--- config.mk ---
export PLATFORM = sky130hd
export DESIGN_NAME = rgb_to_xterm256_index
export DESIGN_NICKNAME = d
export VERILOG_FILES = /design/src/design/rx256_pkg.sv /design/src/design/rx256_cube_path.sv /design/src/design/rx256_grey_path.sv /design/src/design/rgb_to_xterm256_index.sv
export SDC_FILE = /design/constraint.sdc
export NUM_CORES = 1
export LEC_CHECK = 0
export BUFFER_PORTS_ARGS = -buffer_cell sky130_fd_sc_hd__buf_4
export CAP_MARGIN = 20
export CORE_MARGIN = 2
export CORE_UTILIZATION = 46
export DETAILED_ROUTE_END_ITERATION = 16
export PLACE_DENSITY = 0.65
export SYNTH_ARGS = -nofsm -noshare
export SYNTH_HDL_FRONTEND = slang
export SYNTH_SLANG_ARGS = --single-unit
--- constraint.sdc ---
create_clock -name clk -period 10.1 [get_ports clk]
set_input_delay 1.515 -clock clk [delete_from_list [all_inputs] [get_ports clk]]
set_output_delay 1.515 -clock clk [all_outputs]
set_load 0.02 [all_outputs]
--- src/design/rx256_pkg.sv ---
// rx256_pkg: types, constants and helper functions shared by the xterm-256 quantizer.
// Standalone package; used by rx256_cube_path, rx256_grey_path and rgb_to_xterm256_index.
package rx256_pkg;

  typedef logic [7:0] chan_t;
  typedef logic [2:0] lvl_idx_t;
  typedef logic [4:0] grey_step_t;
  typedef logic [13:0] cube_dist_t;
  typedef logic [17:0] grey_dist_t;

  localparam logic [7:0] CUBE_BASE     = 8'd16;
  localparam logic [7:0] GREY_BASE     = 8'd232;
  localparam grey_step_t GREY_MAX_STEP = 5'd23;
  localparam logic [7:0] GREY_OFFSET   = 8'd8;
  // 1/3 and 1/10 as fixed-point reciprocals, both exact over the value ranges used
  localparam logic [9:0] RECIP3        = 10'd683;  // 683 / 2^11
  localparam logic [7:0] RECIP10       = 8'd205;   // 205 / 2^11

  // Nearest cube level; the midpoint between 95 and 135 (and others) goes low.
  function automatic lvl_idx_t nearest_level(input chan_t v);
    lvl_idx_t idx;
    if (v < 8'd48)       idx = 3'd0;
    else if (v < 8'd116) idx = 3'd1;
    else if (v < 8'd156) idx = 3'd2;
    else if (v < 8'd196) idx = 3'd3;
    else if (v < 8'd236) idx = 3'd4;
    else                 idx = 3'd5;
    return idx;
  endfunction

  function automatic chan_t cube_level(input lvl_idx_t idx);
    chan_t lvl;
    unique case (idx)
      3'd0:    lvl = 8'd0;
      3'd1:    lvl = 8'd95;
      3'd2:    lvl = 8'd135;
      3'd3:    lvl = 8'd175;
      3'd4:    lvl = 8'd215;
      default: lvl = 8'd255;
    endcase
    return lvl;
  endfunction

  function automatic chan_t abs_diff(input chan_t a, input chan_t b);
    return (a >= b) ? (a - b) : (b - a);
  endfunction

endpackage

--- src/design/rx256_cube_path.sv ---
// rx256_cube_path: color-cube candidate (index and squared distance), five register stages.
// Depends on rx256_pkg.
module rx256_cube_path (
  input  logic                clk,
  input  rx256_pkg::chan_t    red,
  input  rx256_pkg::chan_t    green,
  input  rx256_pkg::chan_t    blue,
  output logic [7:0]          cube_entry,
  output rx256_pkg::cube_dist_t cube_dist
);

  // stage 1: level indices
  rx256_pkg::chan_t    red1_r, green1_r, blue1_r;
  rx256_pkg::lvl_idx_t ri1_r, gi1_r, bi1_r;
  // stage 2: per-channel distance to level, cube index
  logic [5:0]          dr2_r, dg2_r, db2_r;
  logic [7:0]          idx2_r, idx3_r, idx4_r, idx5_r;
  rx256_pkg::chan_t    dr2_nxt, dg2_nxt, db2_nxt;
  logic [7:0]          idx2_nxt;
  // stage 3..5: squared distance
  rx256_pkg::cube_dist_t dist3_nxt, dist3_r, dist4_r, dist5_r;
  logic [11:0]         sq_r, sq_g, sq_b;

  always_comb begin
    dr2_nxt  = rx256_pkg::abs_diff(red1_r, rx256_pkg::cube_level(ri1_r));
    dg2_nxt  = rx256_pkg::abs_diff(green1_r, rx256_pkg::cube_level(gi1_r));
    db2_nxt  = rx256_pkg::abs_diff(blue1_r, rx256_pkg::cube_level(bi1_r));
    // 36*ri + 6*gi + bi, with shifts
    idx2_nxt = rx256_pkg::CUBE_BASE + {ri1_r, 5'd0} + {3'd0, ri1_r, 2'd0}
             + {4'd0, gi1_r, 1'b0} + {3'd0, gi1_r, 2'd0} + {5'd0, bi1_r};
  end

  always_comb begin
    sq_r      = 12'(dr2_r) * 12'(dr2_r);
    sq_g      = 12'(dg2_r) * 12'(dg2_r);
    sq_b      = 12'(db2_r) * 12'(db2_r);
    dist3_nxt = 14'(sq_r) + 14'(sq_g) + 14'(sq_b);
  end

  always_ff @(posedge clk) begin
    red1_r   <= red;
    green1_r <= green;
    blue1_r  <= blue;
    ri1_r    <= rx256_pkg::nearest_level(red);
    gi1_r    <= rx256_pkg::nearest_level(green);
    bi1_r    <= rx256_pkg::nearest_level(blue);
    // half gap is at most 47, so six bits hold the distance
    dr2_r    <= dr2_nxt[5:0];
    dg2_r    <= dg2_nxt[5:0];
    db2_r    <= db2_nxt[5:0];
    idx2_r   <= idx2_nxt;
    dist3_r  <= dist3_nxt;
    idx3_r   <= idx2_r;
    dist4_r  <= dist3_r;
    idx4_r   <= idx3_r;
    dist5_r  <= dist4_r;
    idx5_r   <= idx4_r;
  end

  assign cube_entry = idx5_r;
  assign cube_dist  = dist5_r;

endmodule

--- src/design/rx256_grey_path.sv ---
// rx256_grey_path: grey-ramp candidate (step and squared distance), five register stages.
// Depends on rx256_pkg.
module rx256_grey_path (
  input  logic                  clk,
  input  rx256_pkg::chan_t      red,
  input  rx256_pkg::chan_t      green,
  input  rx256_pkg::chan_t      blue,
  output rx256_pkg::grey_step_t grey_step,
  output rx256_pkg::grey_dist_t grey_dist
);

  rx256_pkg::chan_t      red1_r, green1_r, blue1_r;
  rx256_pkg::chan_t      red2_r, green2_r, blue2_r;
  rx256_pkg::chan_t      red3_r, green3_r, blue3_r;
  logic [9:0]            sum1_r;
  logic [19:0]           mean_prod;
  rx256_pkg::chan_t      mean2_r;
  rx256_pkg::chan_t      mean_ofs;
  logic [15:0]           step_prod;
  rx256_pkg::grey_step_t step_raw, step3_nxt, step3_r, step4_r, step5_r;
  rx256_pkg::chan_t      grey_lvl;
  rx256_pkg::chan_t      dr4_r, dg4_r, db4_r;
  logic [15:0]           sq_r, sq_g, sq_b;
  rx256_pkg::grey_dist_t dist5_nxt, dist5_r;

  // mean = sum / 3 by reciprocal multiply
  assign mean_prod = 20'(sum1_r) * 20'(rx256_pkg::RECIP3);

  // step = (mean - 8) / 10, zero for a dark mean, clamped at the top of the ramp
  always_comb begin
    mean_ofs  = mean2_r - rx256_pkg::GREY_OFFSET;
    step_prod = 16'(mean_ofs) * 16'(rx256_pkg::RECIP10);
    step_raw  = step_prod[15:11];
    if (mean2_r < rx256_pkg::GREY_OFFSET)          step3_nxt = '0;
    else if (step_raw > rx256_pkg::GREY_MAX_STEP)  step3_nxt = rx256_pkg::GREY_MAX_STEP;
    else                                           step3_nxt = step_raw;
  end

  // grey level 8 + 10*step
  assign grey_lvl = rx256_pkg::GREY_OFFSET + {step3_r, 3'd0} + {2'd0, step3_r, 1'b0};

  always_comb begin
    sq_r      = 16'(dr4_r) * 16'(dr4_r);
    sq_g      = 16'(dg4_r) * 16'(dg4_r);
    sq_b      = 16'(db4_r) * 16'(db4_r);
    dist5_nxt = 18'(sq_r) + 18'(sq_g) + 18'(sq_b);
  end

  always_ff @(posedge clk) begin
    red1_r   <= red;
    green1_r <= green;
    blue1_r  <= blue;
    sum1_r   <= 10'(red) + 10'(green) + 10'(blue);
    red2_r   <= red1_r;
    green2_r <= green1_r;
    blue2_r  <= blue1_r;
    mean2_r  <= mean_prod[18:11];
    red3_r   <= red2_r;
    green3_r <= green2_r;
    blue3_r  <= blue2_r;
    step3_r  <= step3_nxt;
    dr4_r    <= rx256_pkg::abs_diff(red3_r, grey_lvl);
    dg4_r    <= rx256_pkg::abs_diff(green3_r, grey_lvl);
    db4_r    <= rx256_pkg::abs_diff(blue3_r, grey_lvl);
    step4_r  <= step3_r;
    dist5_r  <= dist5_nxt;
    step5_r  <= step4_r;
  end

  assign grey_step = step5_r;
  assign grey_dist = dist5_r;

endmodule

--- src/design/rgb_to_xterm256_index.sv ---
// rgb_to_xterm256_index: nearest xterm-256 palette entry for a 24-bit RGB pixel.
// Depends on rx256_pkg, rx256_cube_path, rx256_grey_path.
//
//   channel  | ports                              | handshake
//   ---------+------------------------------------+--------------------------------
//   input    | in_red, in_green, in_blue          | start && !busy
//   result   | out_palette_index                  | out_valid, one-cycle strobe
//
// One pixel per cycle; busy stays low. An accepted transaction passes the input
// register, five stages in the cube and grey paths (the square-and-sum is the deepest
// step), and the output register to the result ports. Synchronous reset clears the
// valid pipeline only. The receiver cannot stall, so nothing is ever held back.
module rgb_to_xterm256_index (
  input  logic       clk,
  input  logic       rst_n,
  input  logic       start,
  output logic       busy,
  input  logic [7:0] in_red,
  input  logic [7:0] in_green,
  input  logic [7:0] in_blue,
  output logic       out_valid,
  output logic [7:0] out_palette_index
);

  logic                  accept;
  rx256_pkg::chan_t      red_r, green_r, blue_r;
  logic [5:0]            vld_r, vld_nxt;
  logic [7:0]            cube_entry;
  rx256_pkg::cube_dist_t cube_dist;
  rx256_pkg::grey_step_t grey_step;
  rx256_pkg::grey_dist_t grey_dist;
  logic                  grey_wins;
  logic [7:0]            index_nxt;
  logic                  out_valid_r;
  logic [7:0]            out_palette_index_r;

  assign busy   = 1'b0;
  assign accept = start && !busy;

  always_ff @(posedge clk) begin
    if (accept) begin
      red_r   <= in_red;
      green_r <= in_green;
      blue_r  <= in_blue;
    end
  end

  rx256_cube_path u_cube (
    .clk        (clk),
    .red        (red_r),
    .green      (green_r),
    .blue       (blue_r),
    .cube_entry (cube_entry),
    .cube_dist  (cube_dist)
  );

  rx256_grey_path u_grey (
    .clk       (clk),
    .red       (red_r),
    .green     (green_r),
    .blue      (blue_r),
    .grey_step (grey_step),
    .grey_dist (grey_dist)
  );

  // grey only when strictly closer
  always_comb begin
    grey_wins = grey_dist < 18'(cube_dist);
    index_nxt = grey_wins ? (rx256_pkg::GREY_BASE + 8'(grey_step)) : cube_entry;
    vld_nxt   = {vld_r[4:0], accept};
  end

  always_ff @(posedge clk) begin
    if (!rst_n) begin
      vld_r       <= '0;
      out_valid_r <= 1'b0;
    end else begin
      vld_r       <= vld_nxt;
      out_valid_r <= vld_r[5];
    end
  end

  always_ff @(posedge clk) begin
    out_palette_index_r <= index_nxt;
  end

  assign out_valid         = out_valid_r;
  assign out_palette_index = out_palette_index_r;

  // every result traces back to an accepted transaction
  a_no_phantom: assert property (@(posedge clk)
    out_valid |-> $past(start && !busy, 7))
    else $error("result without matching accepted transaction");

  // every accepted transaction out of reset yields a result
  a_no_drop: assert property (@(posedge clk) disable iff (!rst_n)
    $past(start && !busy, 7) && $past(rst_n, 1) && $past(rst_n, 2) && $past(rst_n, 3)
      && $past(rst_n, 4) && $past(rst_n, 5) && $past(rst_n, 6) && $past(rst_n, 7)
      |-> out_valid)
    else $error("accepted transaction produced no result");

  // palette index never falls in the 16 system colors
  a_index_range: assert property (@(posedge clk) disable iff (!rst_n)
    out_valid |-> out_palette_index >= rx256_pkg::CUBE_BASE)
    else $error("palette index below cube base");

endmodule
# [After elaboration in Yosys (flattened, before gate mapping)]
# Index checks and enable logic that the tools add are counted.
# Widths: inputs -> output; s select.
[totals] ff_bits=287 latchBits=0 mem_bits_rw=0 mem_bits_ro=0 input_bits=27 n_memories=0
[classes] add_sub_neg=27 mul=8 n_div=0 order_cmp=24 eq_ne=12 shift=0 n_mux=23 bitwise_logic=0 n_reduce_logical=10
[op_table] cell="$pmux 8 s5" count=3
[op_table] cell="$lt 8x8->1 const B" count=9
[op_table] cell="$ge 8x8->1" count=6
[op_table] cell="$mul 8x8->16" count=3
[op_table] cell="$sub 8x8->8" count=6
[op_table] cell="$mul 6x6->12" count=3
[op_table] cell="$sub 6x6->6" count=6
[op_table] cell="$mux 8" count=4
[op_table] cell="$lt 8x6->1 const B" count=3
[op_table] cell="$lt 8x7->1 const B" count=3
[op_table] cell="$mul 10x10->19 const B" count=1
[op_table] cell="$add 18x16->18" count=1
[op_table] cell="$eq 3x2->1 const B" count=6
[op_table] cell="$lt 18x14->1" count=1
[op_table] cell="$mux 6" count=3
[op_table] cell="$add 16x16->17" count=1
[op_table] cell="$add 8x5->8" count=2
[op_table] cell="$mul 8x8->16 const B" count=1
[op_table] cell="$add 14x12->14" count=1
[op_table] cell="$add 12x12->13" count=1
[op_table] cell="$mux 2" count=6
[op_table] cell="$reduce_or 4->1" count=3
[op_table] cell="$add 10x8->10" count=1
[op_table] cell="$add 8x8->9" count=1
[op_table] cell="15 further kinds" count=29

# [Depth between registers and ports, before layout]
# Gate-level depths: netlist of the first run.
[depth] depth_word=5 ltp_mapped=33 ltp_nobuf=32

# [Cells and area by module]
# Synthesis of the first run repeated with hierarchy kept, for this count alone.
[unflattened] hier_cells=2227 hier_area_um2=22897.0
[modules_own_cells] mod="rx256_grey_path" instances=1 cells_each=1352 area_per_inst_um2=13674.4 seq_area_each_um2=2942.8
[modules_own_cells] mod="rx256_cube_path" instances=1 cells_each=767 area_per_inst_um2=7678.6 seq_area_each_um2=2502.4
[modules_own_cells] mod="rgb_to_xterm256_index" instances=1 cells_each=108 area_per_inst_um2=1544.0 seq_area_each_um2=1021.0

# [Worst setup path before layout of the first run]
# Ideal clock, no wire load.
[synth_timing] kind="reg-to-reg" startpoint="register u_grey.dr4_r[0]" endpoint="register u_grey.dist5_r[17], in the netlist u_grey.grey_dist[17]" t_arrival_ns=7.999 required_time_ns=9.975 setup_slack_ns=1.976 path_stages_with_launch=31 path_buffers=0 path_cell_list="dfxtp_1 and2_1 inv_1 fa_1 fa_1 inv_1 fa_1 fa_1 fa_1 inv_1 fa_1 inv_1 ha_1 nor2b_1 nor2_1 xor2_1 fa_1 fa_1 inv_1 fa_1 inv_1 fa_1 inv_1 ha_1 o21a_1 o31a_1 o211ai_1 a21oi_1 o31ai_1 a31oi_1 xor2_1"
[synth_via] elab_chain_len=3
[synth_lines] item="from (decl)" line="rx256_grey_path.sv:22" rtl="rx256_pkg::chan_t dr4_r, dg4_r, db4_r;"
[synth_lines] item="from (signal assigned)" line="rx256_grey_path.sv:62" rtl="dr4_r <= rx256_pkg::abs_diff(red3_r, grey_lvl);"
[synth_lines] item="$mul 8x8->16" line="rx256_grey_path.sv:43" rtl="sq_r = 16'(dr4_r) * 16'(dr4_r);"
[synth_lines] item="$add 16x16->17" line="rx256_grey_path.sv:46" rtl="dist5_nxt = 18'(sq_r) + 18'(sq_g) + 18'(sq_b);"
[synth_lines] item="$add 18x16->18" line="rx256_grey_path.sv:46"
[synth_lines] item="net u_grey.dist5_nxt[17]" line="rx256_grey_path.sv:24" rtl="rx256_pkg::grey_dist_t dist5_nxt, dist5_r;"
[synth_lines] item="to (signal assigned)" line="rx256_grey_path.sv:66" rtl="dist5_r <= dist5_nxt;"
[synth_lines] item="to (decl)" line="rx256_grey_path.sv:24"
# The timed path passes the listed nets, and every way through them passes these cells.
# A chain may end at the register's enable or synchronous reset.

# [Worst setup path in the final report of the first run]
# Ends and elaborated chain as after synthesis.

==> results of run 1 <==
final timing paths:
check / startpoint / end / cells past startpoint
hold reg to reg: u_grey.green2_r[0]$_DFF_P_ / u_grey.green3_r[0]$_DFF_P_ / 0
hold / removal: u_grey.green2_r[0]$_DFF_P_ / u_grey.green3_r[0]$_DFF_P_ / 0
setup / recovery: u_grey.dr4_r[0]$_DFF_P_ / u_grey.grey_dist[17]$_DFF_P_ / 30
setup reg to reg: u_grey.dr4_r[0]$_DFF_P_ / u_grey.grey_dist[17]$_DFF_P_ / 30
worst max-delay path: cells and delay by family, from the launching register on:
| kind | cells | cell delay [ps] |
|---|---|---|
| adders and majority gates | 12 | 5730 |
| AOI/OAI and AO/OA | 6 | 1040 |
| DFF | 1 | 510 |
| and+or+nand+nor | 3 | 510 |
| buffers and inverters | 7 | 360 |
| xor gates and xnor gates | 2 | 340 |
cells in the final DEF (no fill, tap or decap), drive strengths merged, types with 57 or more instances in the layout:
cell type    n
nand2       95
ha         370
inv        453
xnor2       71
and2        89
fa         215
o21ai       57
nor2        82
dfxtp      263
a21oi       98
kinds of logic after synthesis:
logic type                 count (synthesis)
muxes                                     48
and+or+nand+nor                          381
buffers and inverters                    466
other                                      1
DFF                                      287
adders and majority gates                585
AOI/OAI and AO/OA                        329
xor gates and xnor gates                 120
layer usage:
| layer | vias up | routed length, µm |
|---|---|---|
| li1 | 7284 | - |
| met1 | 6936 | 18200 |
| met2 | 180 | 19600 |
| met3 | 53 | 1090 |
| met4 | 0 | 978 |
| met5 | - | 0 |
sequential cells by signal (all words and copies together), names as in the netlist, 10 cells and up:
signal,flops
u_cube.cube_dist,14
u_cube.dist4_r,14
u_grey.sum1_r,10
u_grey.grey_dist,18
u_cube.dist3_r,14
area by class of cell:
| type | instances | area share, % |
|---|---|---|
| Multi-Input combinational cell | 1464 | 59.9 |
| Sequential cell | 287 | 24.6 |
| Inverter | 447 | 6.90 |
| Clock buffer | 41 | 3.56 |
| Tap cell | 615 | 3.16 |
| Timing Repair Buffer | 35 | 1.08 |
| Clock inverter | 16 | 0.777 |
metrics by stage:
stage	cell area, µm²	cells	hold WS [ps]	setup WS [ps]
floorplan	22300	2217	310	1980
global placement	23300	2848	311	1580
detailed placement	23300	2848	312	1510
CTS	24300	2905	326	1470
global route	24300	2905	330	1050
finish	24300	2905	323	1500
==> metrics.md, run 1 <==
| Metric | Value |
|---|---|
| Die W | 224 µm |
| Top-count cell post-synth | inv_1 |
| Synth top cells by count | 447 x inv_1, 370 x ha_1, 263 x dfxtp_1 |
| Largest family of logic cells by synthesized area | adder cells |
| GRT busiest layer | met2 |
| Syn_area_per_cell | 10.1 µm² |
| Via density per instance | 4.98 |
| GR Overflow Total | 0 |
| CTS Buffer Depth | 3 |
| Detailed-router iteration count before antenna repair | 5 |
| Clock Tree Root | clkbuf_16 |
| TritonCTS clock tree | built |
| Clock Pin Slew Worst Setup and Hold Paths | 60 ps |
| CP startpoint kind | register |
| Worst-path maximum fanout | 11 |
| Vias | 14500 |
| Number of flops mapped to enable cells by yosys | 24 |
| Number of port buffers | 35 |
| Met3 GRT Util | 1.89% |
| Vias in the first global route | 15000 |
| Global-route wire length before repair | 69.4 mm |
| Mapped Area | 0.0223 mm² |
| CP dominant cell by count | fa_1 |
| Complex-gate fraction of the synthesized area | 9.60% |
| Routed WL | 39.8 mm |
| FP Rows | 80 |
| DRC Markers | 0 |
| Clk sinks | 287 |
| Crit path DAT | 9070 ps |
| Hpwl dp | 33.8 mm |
| RSZ-0062 raised after global routing | false |
| Final hold vios | 0 |
| Register bit total from synthesis | 287 |
| # fillers | 4317 |
| Layout area overhead | 8.97% |
| Die Area | 0.0503 mm² |
| Largest net degree at the start of global routing | 26 |
| Routed WL per cell | 13.7 µm |
| Fmax | 116 MHz |
| CP endpoint kind | register |
| Fin. max-slew vios | 0 |
| Drt initial violations | 617 |
| Sequential share of the synthesized area | 26.8% |
| H-tree Lvls | 1 |
| Setup slack, reg-to-reg | 1500 ps |
| Post-Syn Nets | 2829 |
| Worst Tran Pin Value | 753 ps |
| Final period util | 85.2% |
| Die extent in y | 224 µm |
| GPL Wtd Cong | 0.864 |
| Post-route setup TNS | 0 ps |
| Unique masters post-synth | 59 |
| Clock period minus worst slack | 8600 ps |
| Cts hold-fix bufs | 0 |
| CORE AREA | 0.0478 mm² |
| Worst Path Required | 10570 ps |
| Register area | 0.00599 mm² |
| Ranking of synthesized cells by area | dfxtp_1 24%, ha_1 21%, fa_1 19% |
| Ant. Diodes | 0 |
| Asr flop ratio synth | 0% |
| Post-CTS Setup Repair Bufs | 0 |
| Final ANT Viol Nets | 0 |
| Antenna violations before repair | 0 |
| Simple-Gate Fraction of Synth Area | 8.65% |
| Yosys warning total | 0 |
| Number of CTS-inserted buffers | 31 |
| Met2 Use GR | 29.4% |
| Post-synthesis xor/xnor area fraction | 4.71% |
| Final #Nets | 2878 |
| Adder-cell area share of the yosys netlist | 40.0% |
| Post-layout util | 50.8% |
| Layout cell share with drive strength beyond 1 | 4.76% |
| Cells after Synth | 2217 |
| Multi-input gate area | 0.0146 mm² |
| Yosys top cell area share | 23.6% |
| PostCTS Resize Cnt | 0 |
| Total of max-cap violations | 0 |
| Hold WC Path Type | reg2reg |
| Slew headroom | 49.8% |
| Top_reg_cell synth | dfxtp_1 |
| Initial core utilization | 46.6% |
| Final setup skew | 10.8 ps |
| Outcome | completed |
| Final setup vio count | 0 |
| All-Layer GR Usage | 16.5% |
| Multiplexer share of the synthesized area | 2.28% |
| Cell taking the most area after synthesis | dfxtp_1 |
| # IOs | 37 |
| CP max stage cell | fa_1 |
| CP Class | reg2reg |
| Routing usage on met1 | 21.4% |
| CP peak stage delay | 550 ps |
| Clk_lat worst skew | 580 ps |
Power of run 1 is left out: the tool's default activity adds up to more than one toggle a clock period on the data nets, which glitch-free logic cannot reach.
==> inputs of run 2 (changes only) <==
- PLACE_DENSITY: 0.65 -> not set
- PLACE_DENSITY_LB_ADDON: not set -> 0.1
==> metrics.md, run 2 (synthesis results as in run 1) <==
| Metric | Value |
|---|---|
| Worst Path Buf+Inv | 7 (unchanged) |
| Number of CTS-inserted buffers | 30 (-3.2%) |
| Post-route setup TNS | 0 ps (unchanged) |
| Fmax | 115 MHz (-0.96%) |
| Largest delay share family, worst path | adder cells |
| Crit path DAT | 9120 ps (+50 ps) |
| Detailed-router iteration count before antenna repair | 5 (unchanged) |
| Total of max-cap violations | 0 (unchanged) |
| Via density per instance | 4.90 (-1.4%) |
| Cts hold-fix bufs | 0 (unchanged) |
| CP max stage cell | fa_1 |
| Die Area | 0.0503 mm² (unchanged) |
| Clock Tree Root | clkbuf_16 |
| H-tree Lvls | 1 (unchanged) |
| FP Rows | 80 (unchanged) |
| Commonest non-fill, non-tap cell in the layout | inv_1 |
| Clk sinks | 287 (unchanged) |
| Hpwl dp | 35.6 mm (+5.4%) |
| Worst-path maximum fanout | 11 (unchanged) |
| Drt initial violations | 480 (-22%) |
| Antenna violations before repair | 0 (unchanged) |
| Global-route wire length before repair | 71.8 mm (+3.4%) |
| CTS Buffer Depth | 3 (unchanged) |
| Final setup vio count | 0 (unchanged) |
| Final hold vios | 0 (unchanged) |
| Worst Tran Pin Value | 692 ps (-60.1 ps) |
| # fillers | 4377 (+1.4%) |
| CORE AREA | 0.0478 mm² (unchanged) |
| Die extent in y | 224 µm (unchanged) |
| TritonCTS clock tree | built |
| PostCTS Resize Cnt | 0 (unchanged) |
| Worst Path Required | 10530 ps (-40 ps) |
| Vias | 14200 (-1.5%) |
| Clock period minus worst slack | 8690 ps (+83.7 ps) |
| Fin. max-slew vios | 0 (unchanged) |
| CP dominant cell by count | fa_1 |
| Number of port buffers | 35 (unchanged) |
| Layout Cells excl Fill | 2904 (-0.034%) |
| Ant. Diodes | 0 (unchanged) |
| Clock Pin Slew Worst Setup and Hold Paths | 60 ps (about the same) |
| Initial core utilization | 46.6% (unchanged) |
| Most frequent cells in the layout | 447 x inv_1, 370 x ha_1, 263 x dfxtp_1 |
| CP startpoint kind | register |
| Slew headroom | 53.8% (+4.0 points) |
| Routed WL | 41.8 mm (+5.0%) |
| Final #Nets | 2877 (-0.035%) |
| CP endpoint kind | register |
| Clk_lat worst skew | 600 ps (+20 ps) |
| Final ANT Viol Nets | 0 (unchanged) |
| Hold WC Path Type | reg2reg |
| CP peak stage delay | 550 ps (about the same) |
| Largest net degree at the start of global routing | 26 (unchanged) |
| CP Class | reg2reg |
| # IOs | 37 (unchanged) |
| Outcome | completed |
| Layout area overhead | 9.05% (about the same) |
| Routed WL per cell | 14.4 µm (+5.0%) |
| Final setup skew | 48.3 ps (+37.6 ps) |
| Placed Cells | 2848 (unchanged) |
| Final period util | 86.0% (+0.83 points) |
| Layout cell share with drive strength beyond 1 | 4.67% (-0.085 points) |
| Vias in the first global route | 15000 (+0.28%) |
| GR Overflow Total | 0 (unchanged) |
| Post-CTS Setup Repair Bufs | 0 (unchanged) |
| Die W | 224 µm (unchanged) |
| All-Layer GR Usage | 17.5% (+0.95 points) |
| Largest register FFs | 18 (unchanged) |
| GPL Wtd Cong | 0.849 (-1.7%) |
| RSZ-0062 raised after global routing | false |
| DRC Markers | 0 (unchanged) |
[run 2: cell count changes in the layout (fill, tap and decap cells not counted)]
cell        before  now
clkbuf_2         1    0
inv_8            1    0
inv_6            2    3
clkbuf_16       31   30
clkbuf_1         4    5
clkinv_8         1    0
clkinvlp_4       2    3
bufinv_16        2    4
clkinv_4         3    2
clkinv_16        0    1
inv_4            2    1
inv_16           1    0
[run 2: path summary, 6_finish.rpt]
kind | startpoint | end | slack, ps | cells past startpoint
max | u_grey.dr4_r[0]$_DFF_P_ | u_grey.grey_dist[17]$_DFF_P_ | 1410 | 30
min | u_cube.dist3_r[1]$_DFF_P_ | u_cube.dist4_r[1]$_DFF_P_ | 320 | 0
max reg2reg | u_grey.dr4_r[0]$_DFF_P_ | u_grey.grey_dist[17]$_DFF_P_ | 1410 | 30
min reg2reg | u_cube.dist3_r[1]$_DFF_P_ | u_cube.dist4_r[1]$_DFF_P_ | 320 | 0
[run 2: per-stage QoR]
step	utilization (%)	hold WS [ps]	instance area, µm²	setup slack, ps
finish	50.9	323	24300	1410
global route	50.9	328	24300	939
CTS	50.9	324	24300	1420
detailed placement	48.6	312	23300	1430
global placement	48.6	310	23300	1570
floorplan	-	310	22300	1980
[run 2: area by class of cell]
cell class              count  area, µm²  share of cell area (%)
clock buffers              40        838                    3.44
well taps                 615        769                    3.16
inverters                 447       1680                    6.89
flip-flops and latches    287       5990                    24.6
repair buffers             35        263                    1.08
multi-input cells        1464      14600                    59.9
clock inverters            16        233                   0.956
[run 2: routing by layer]
layer  up-vias  track usage, %  wire (µm)
met5         -               0          0
met4         0            3.48        810
met3        41            1.91        896
met2       127            31.8      20600
met1      6809            22.5      19500
li1       7264               -          -
Power of run 2 is left out for the same reason.
==> inputs of run 3 (changes only) <==
- BUFFER_PORTS_ARGS: -buffer_cell sky130_fd_sc_hd__buf_4 -> not set
- DONT_BUFFER_PORTS: not set -> 1
- clock period: 10.1 -> 7.15 ns (I/O delays scaled with it)
==> metrics.md, run 3 (synthesis results as in run 1) <==
| Metric | Value |
|---|---|
| Outcome | finished, violations left |
| Failing checks | negative setup slack |
| Clock Pin Slew Worst Setup and Hold Paths | 70 ps (about the same) |
| Routed WL | 42.6 mm (+1.9%) |
| # IOs | 37 (unchanged) |
| Clk sinks | 287 (unchanged) |
| Clk_lat worst skew | 580 ps (-20 ps) |
| Die Area | 0.0503 mm² (unchanged) |
| DRC Markers | 0 (unchanged) |
| Global-route wire length before repair | 72.4 mm (+0.88%) |
| Final period util | 109% (+23 points) |
| Final #Nets | 2939 (+2.2%) |
| Fin worst setup slack | -610 ps (-2020 ps) |
| Antenna violations before repair | 3 (+3) |
| CORE AREA | 0.0478 mm² (unchanged) |
| Most frequent cells in the layout | 434 x inv_1, 359 x ha_1, 250 x dfxtp_1 |
| H-tree Lvls | 1 (unchanged) |
| TritonCTS clock tree | built |
| Final ANT Viol Nets | 0 (unchanged) |
| Drt initial violations | 536 (+12%) |
| Critical Path Start | u_grey.dr4_r[6]$_DFF_P_ |
| CTS Buffer Depth | 3 (unchanged) |
| Final setup skew | 9.64 ps (-38.7 ps) |
| Vias in the first global route | 15200 (+1.1%) |
| Total of max-cap violations | 0 (unchanged) |
| Final setup vio count | 9 (+9) |
| RR Startpoint | u_grey.dr4_r[6]$_DFF_P_ |
| Initial core utilization | 46.6% (unchanged) |
| Worst Path Required | 7650 ps (-2880 ps) |
| Layout area overhead | 12.9% |
| Die W | 224 µm (unchanged) |
| Post-layout util | 52.7% (+1.8 points) |
| Design area | 0.0252 mm² (+3.5%) |
| Pre-CTS setup slack | -744 ps (-2180 ps) |
| Routed WL per cell | 14.4 µm (-0.26%) |
| CP startpoint kind | register |
| FP Rows | 80 (unchanged) |
| Vias | 14600 (+2.3%) |
| Die extent in y | 224 µm (unchanged) |
| Worst-path maximum fanout | 4 (-7) |
| Clock Tree Root | clkbuf_16 |
| RSZ-0062 raised after global routing | true |
| CP endpoint kind | register |
| Fin. max-slew vios | 0 (unchanged) |
| Layout Cells excl Fill | 2968 (+2.2%) |
| Worst Tran Pin Value | 696 ps (+3.89 ps) |
| Largest register FFs | 18 (unchanged) |
| CP max stage cell | fa_1 |
| GR Overflow Total | 0 (unchanged) |
| CP peak stage delay | 510 ps (-40 ps) |
| Via density per instance | 4.91 (+0.13%) |
| Placed Cells | 2901 (+1.9%) |
| Commonest non-fill, non-tap cell in the layout | inv_1 |
| Slew headroom | 53.6% (-0.26 points) |
| Largest net degree at the start of global routing | 26 (unchanged) |
| Final hold vios | 0 (unchanged) |
| Detailed-router iteration count before antenna repair | 5 (unchanged) |
| Hpwl dp | 36.3 mm (+2.0%) |
| Crit path DAT | 8260 ps (-860 ps) |
| Number of CTS-inserted buffers | 31 (+3.3%) |
| Fmax | 129 MHz (+12%) |
| GPL Wtd Cong | 0.836 (-1.5%) |
| Cts hold-fix bufs | 0 (unchanged) |
| Clock period minus worst slack | 7760 ps (-927 ps) |
| CP dominant cell by count | fa_1 |
| Hold WC Path Type | reg2reg |
| Number of port buffers | 0 (-100%) |
| All-Layer GR Usage | 17.6% (+0.12 points) |
| CP Class | reg2reg |
| Placed cell areas | 0.0238 mm² (+2.1%) |
| Layout cell share with drive strength beyond 1 | 10.5% (+5.8 points) |
| Min-Delay Startpoint | u_cube.dist3_r[5]$_DFF_P_ |
==> run 3: cell types whose count changed in the layout (fill, tap and decap cells not counted), sizes merged <==
cell,change
diode,+1
inv,+3
clkinv,+4
clkinvlp,-2
buf,+61
clkbuf,-3
==> run 3: final timing paths <==
| kind | endpoint | slack (ps) | cells after the start |
|---|---|---|---|
| setup / recovery | u_grey.grey_dist[15]$_DFF_P_ | -610 | 31 |
| hold / removal | u_cube.dist4_r[5]$_DFF_P_ | 320 | 0 |
| setup reg to reg | u_grey.grey_dist[15]$_DFF_P_ | -610 | 31 |
| hold reg to reg | u_cube.dist4_r[5]$_DFF_P_ | 320 | 0 |
==> run 3: through the flow <==
step | TNS (ps) | hold slack (ps)
detailed placement | -4920 | 312
finish | -3610 | 321
global route | -6460 | 328
global placement | -4480 | 310
floorplan | -1620 | 310
CTS | -3560 | 322
==> run 3: critical path, delay by kind of cell (launching register included) <==
kind | cells | cell delay (ps)
xor+xnor | 1 | 170
fa+ha+maj | 12 | 5340
buf+inv | 8 | 450
simple gates | 4 | 370
flops | 1 | 360
compound gates | 5 | 840
mux | 1 | 120
==> run 3: metal layers <==
metal	global-route usage [%]	wire length, µm
met1	23.1	19800
met2	31.7	21000
met3	1.97	1250
met4	3.01	598
met5	0	0
==> run 3: repair_timing <==
item | 4_1_cts | 5_1_grt
gates resized for setup | 31 | 39
buffers inserted | 4 | 4
pin swaps | 41 | 21
setup endpoints to repair | 12 | 12
==> run 3: area by class of cell <==
cell class,instances,area (µm²)
Clock buffer,37,850
Timing Repair Buffer,96,736
Antenna cell,1,2.50
Tap cell,615,769
Multi-Input combinational cell,1464,14900
Sequential cell,287,6010
Inverter,447,1680
Clock inverter,21,262
Fill cell,4362,22600
Power of run 3 is left out for the same reason.
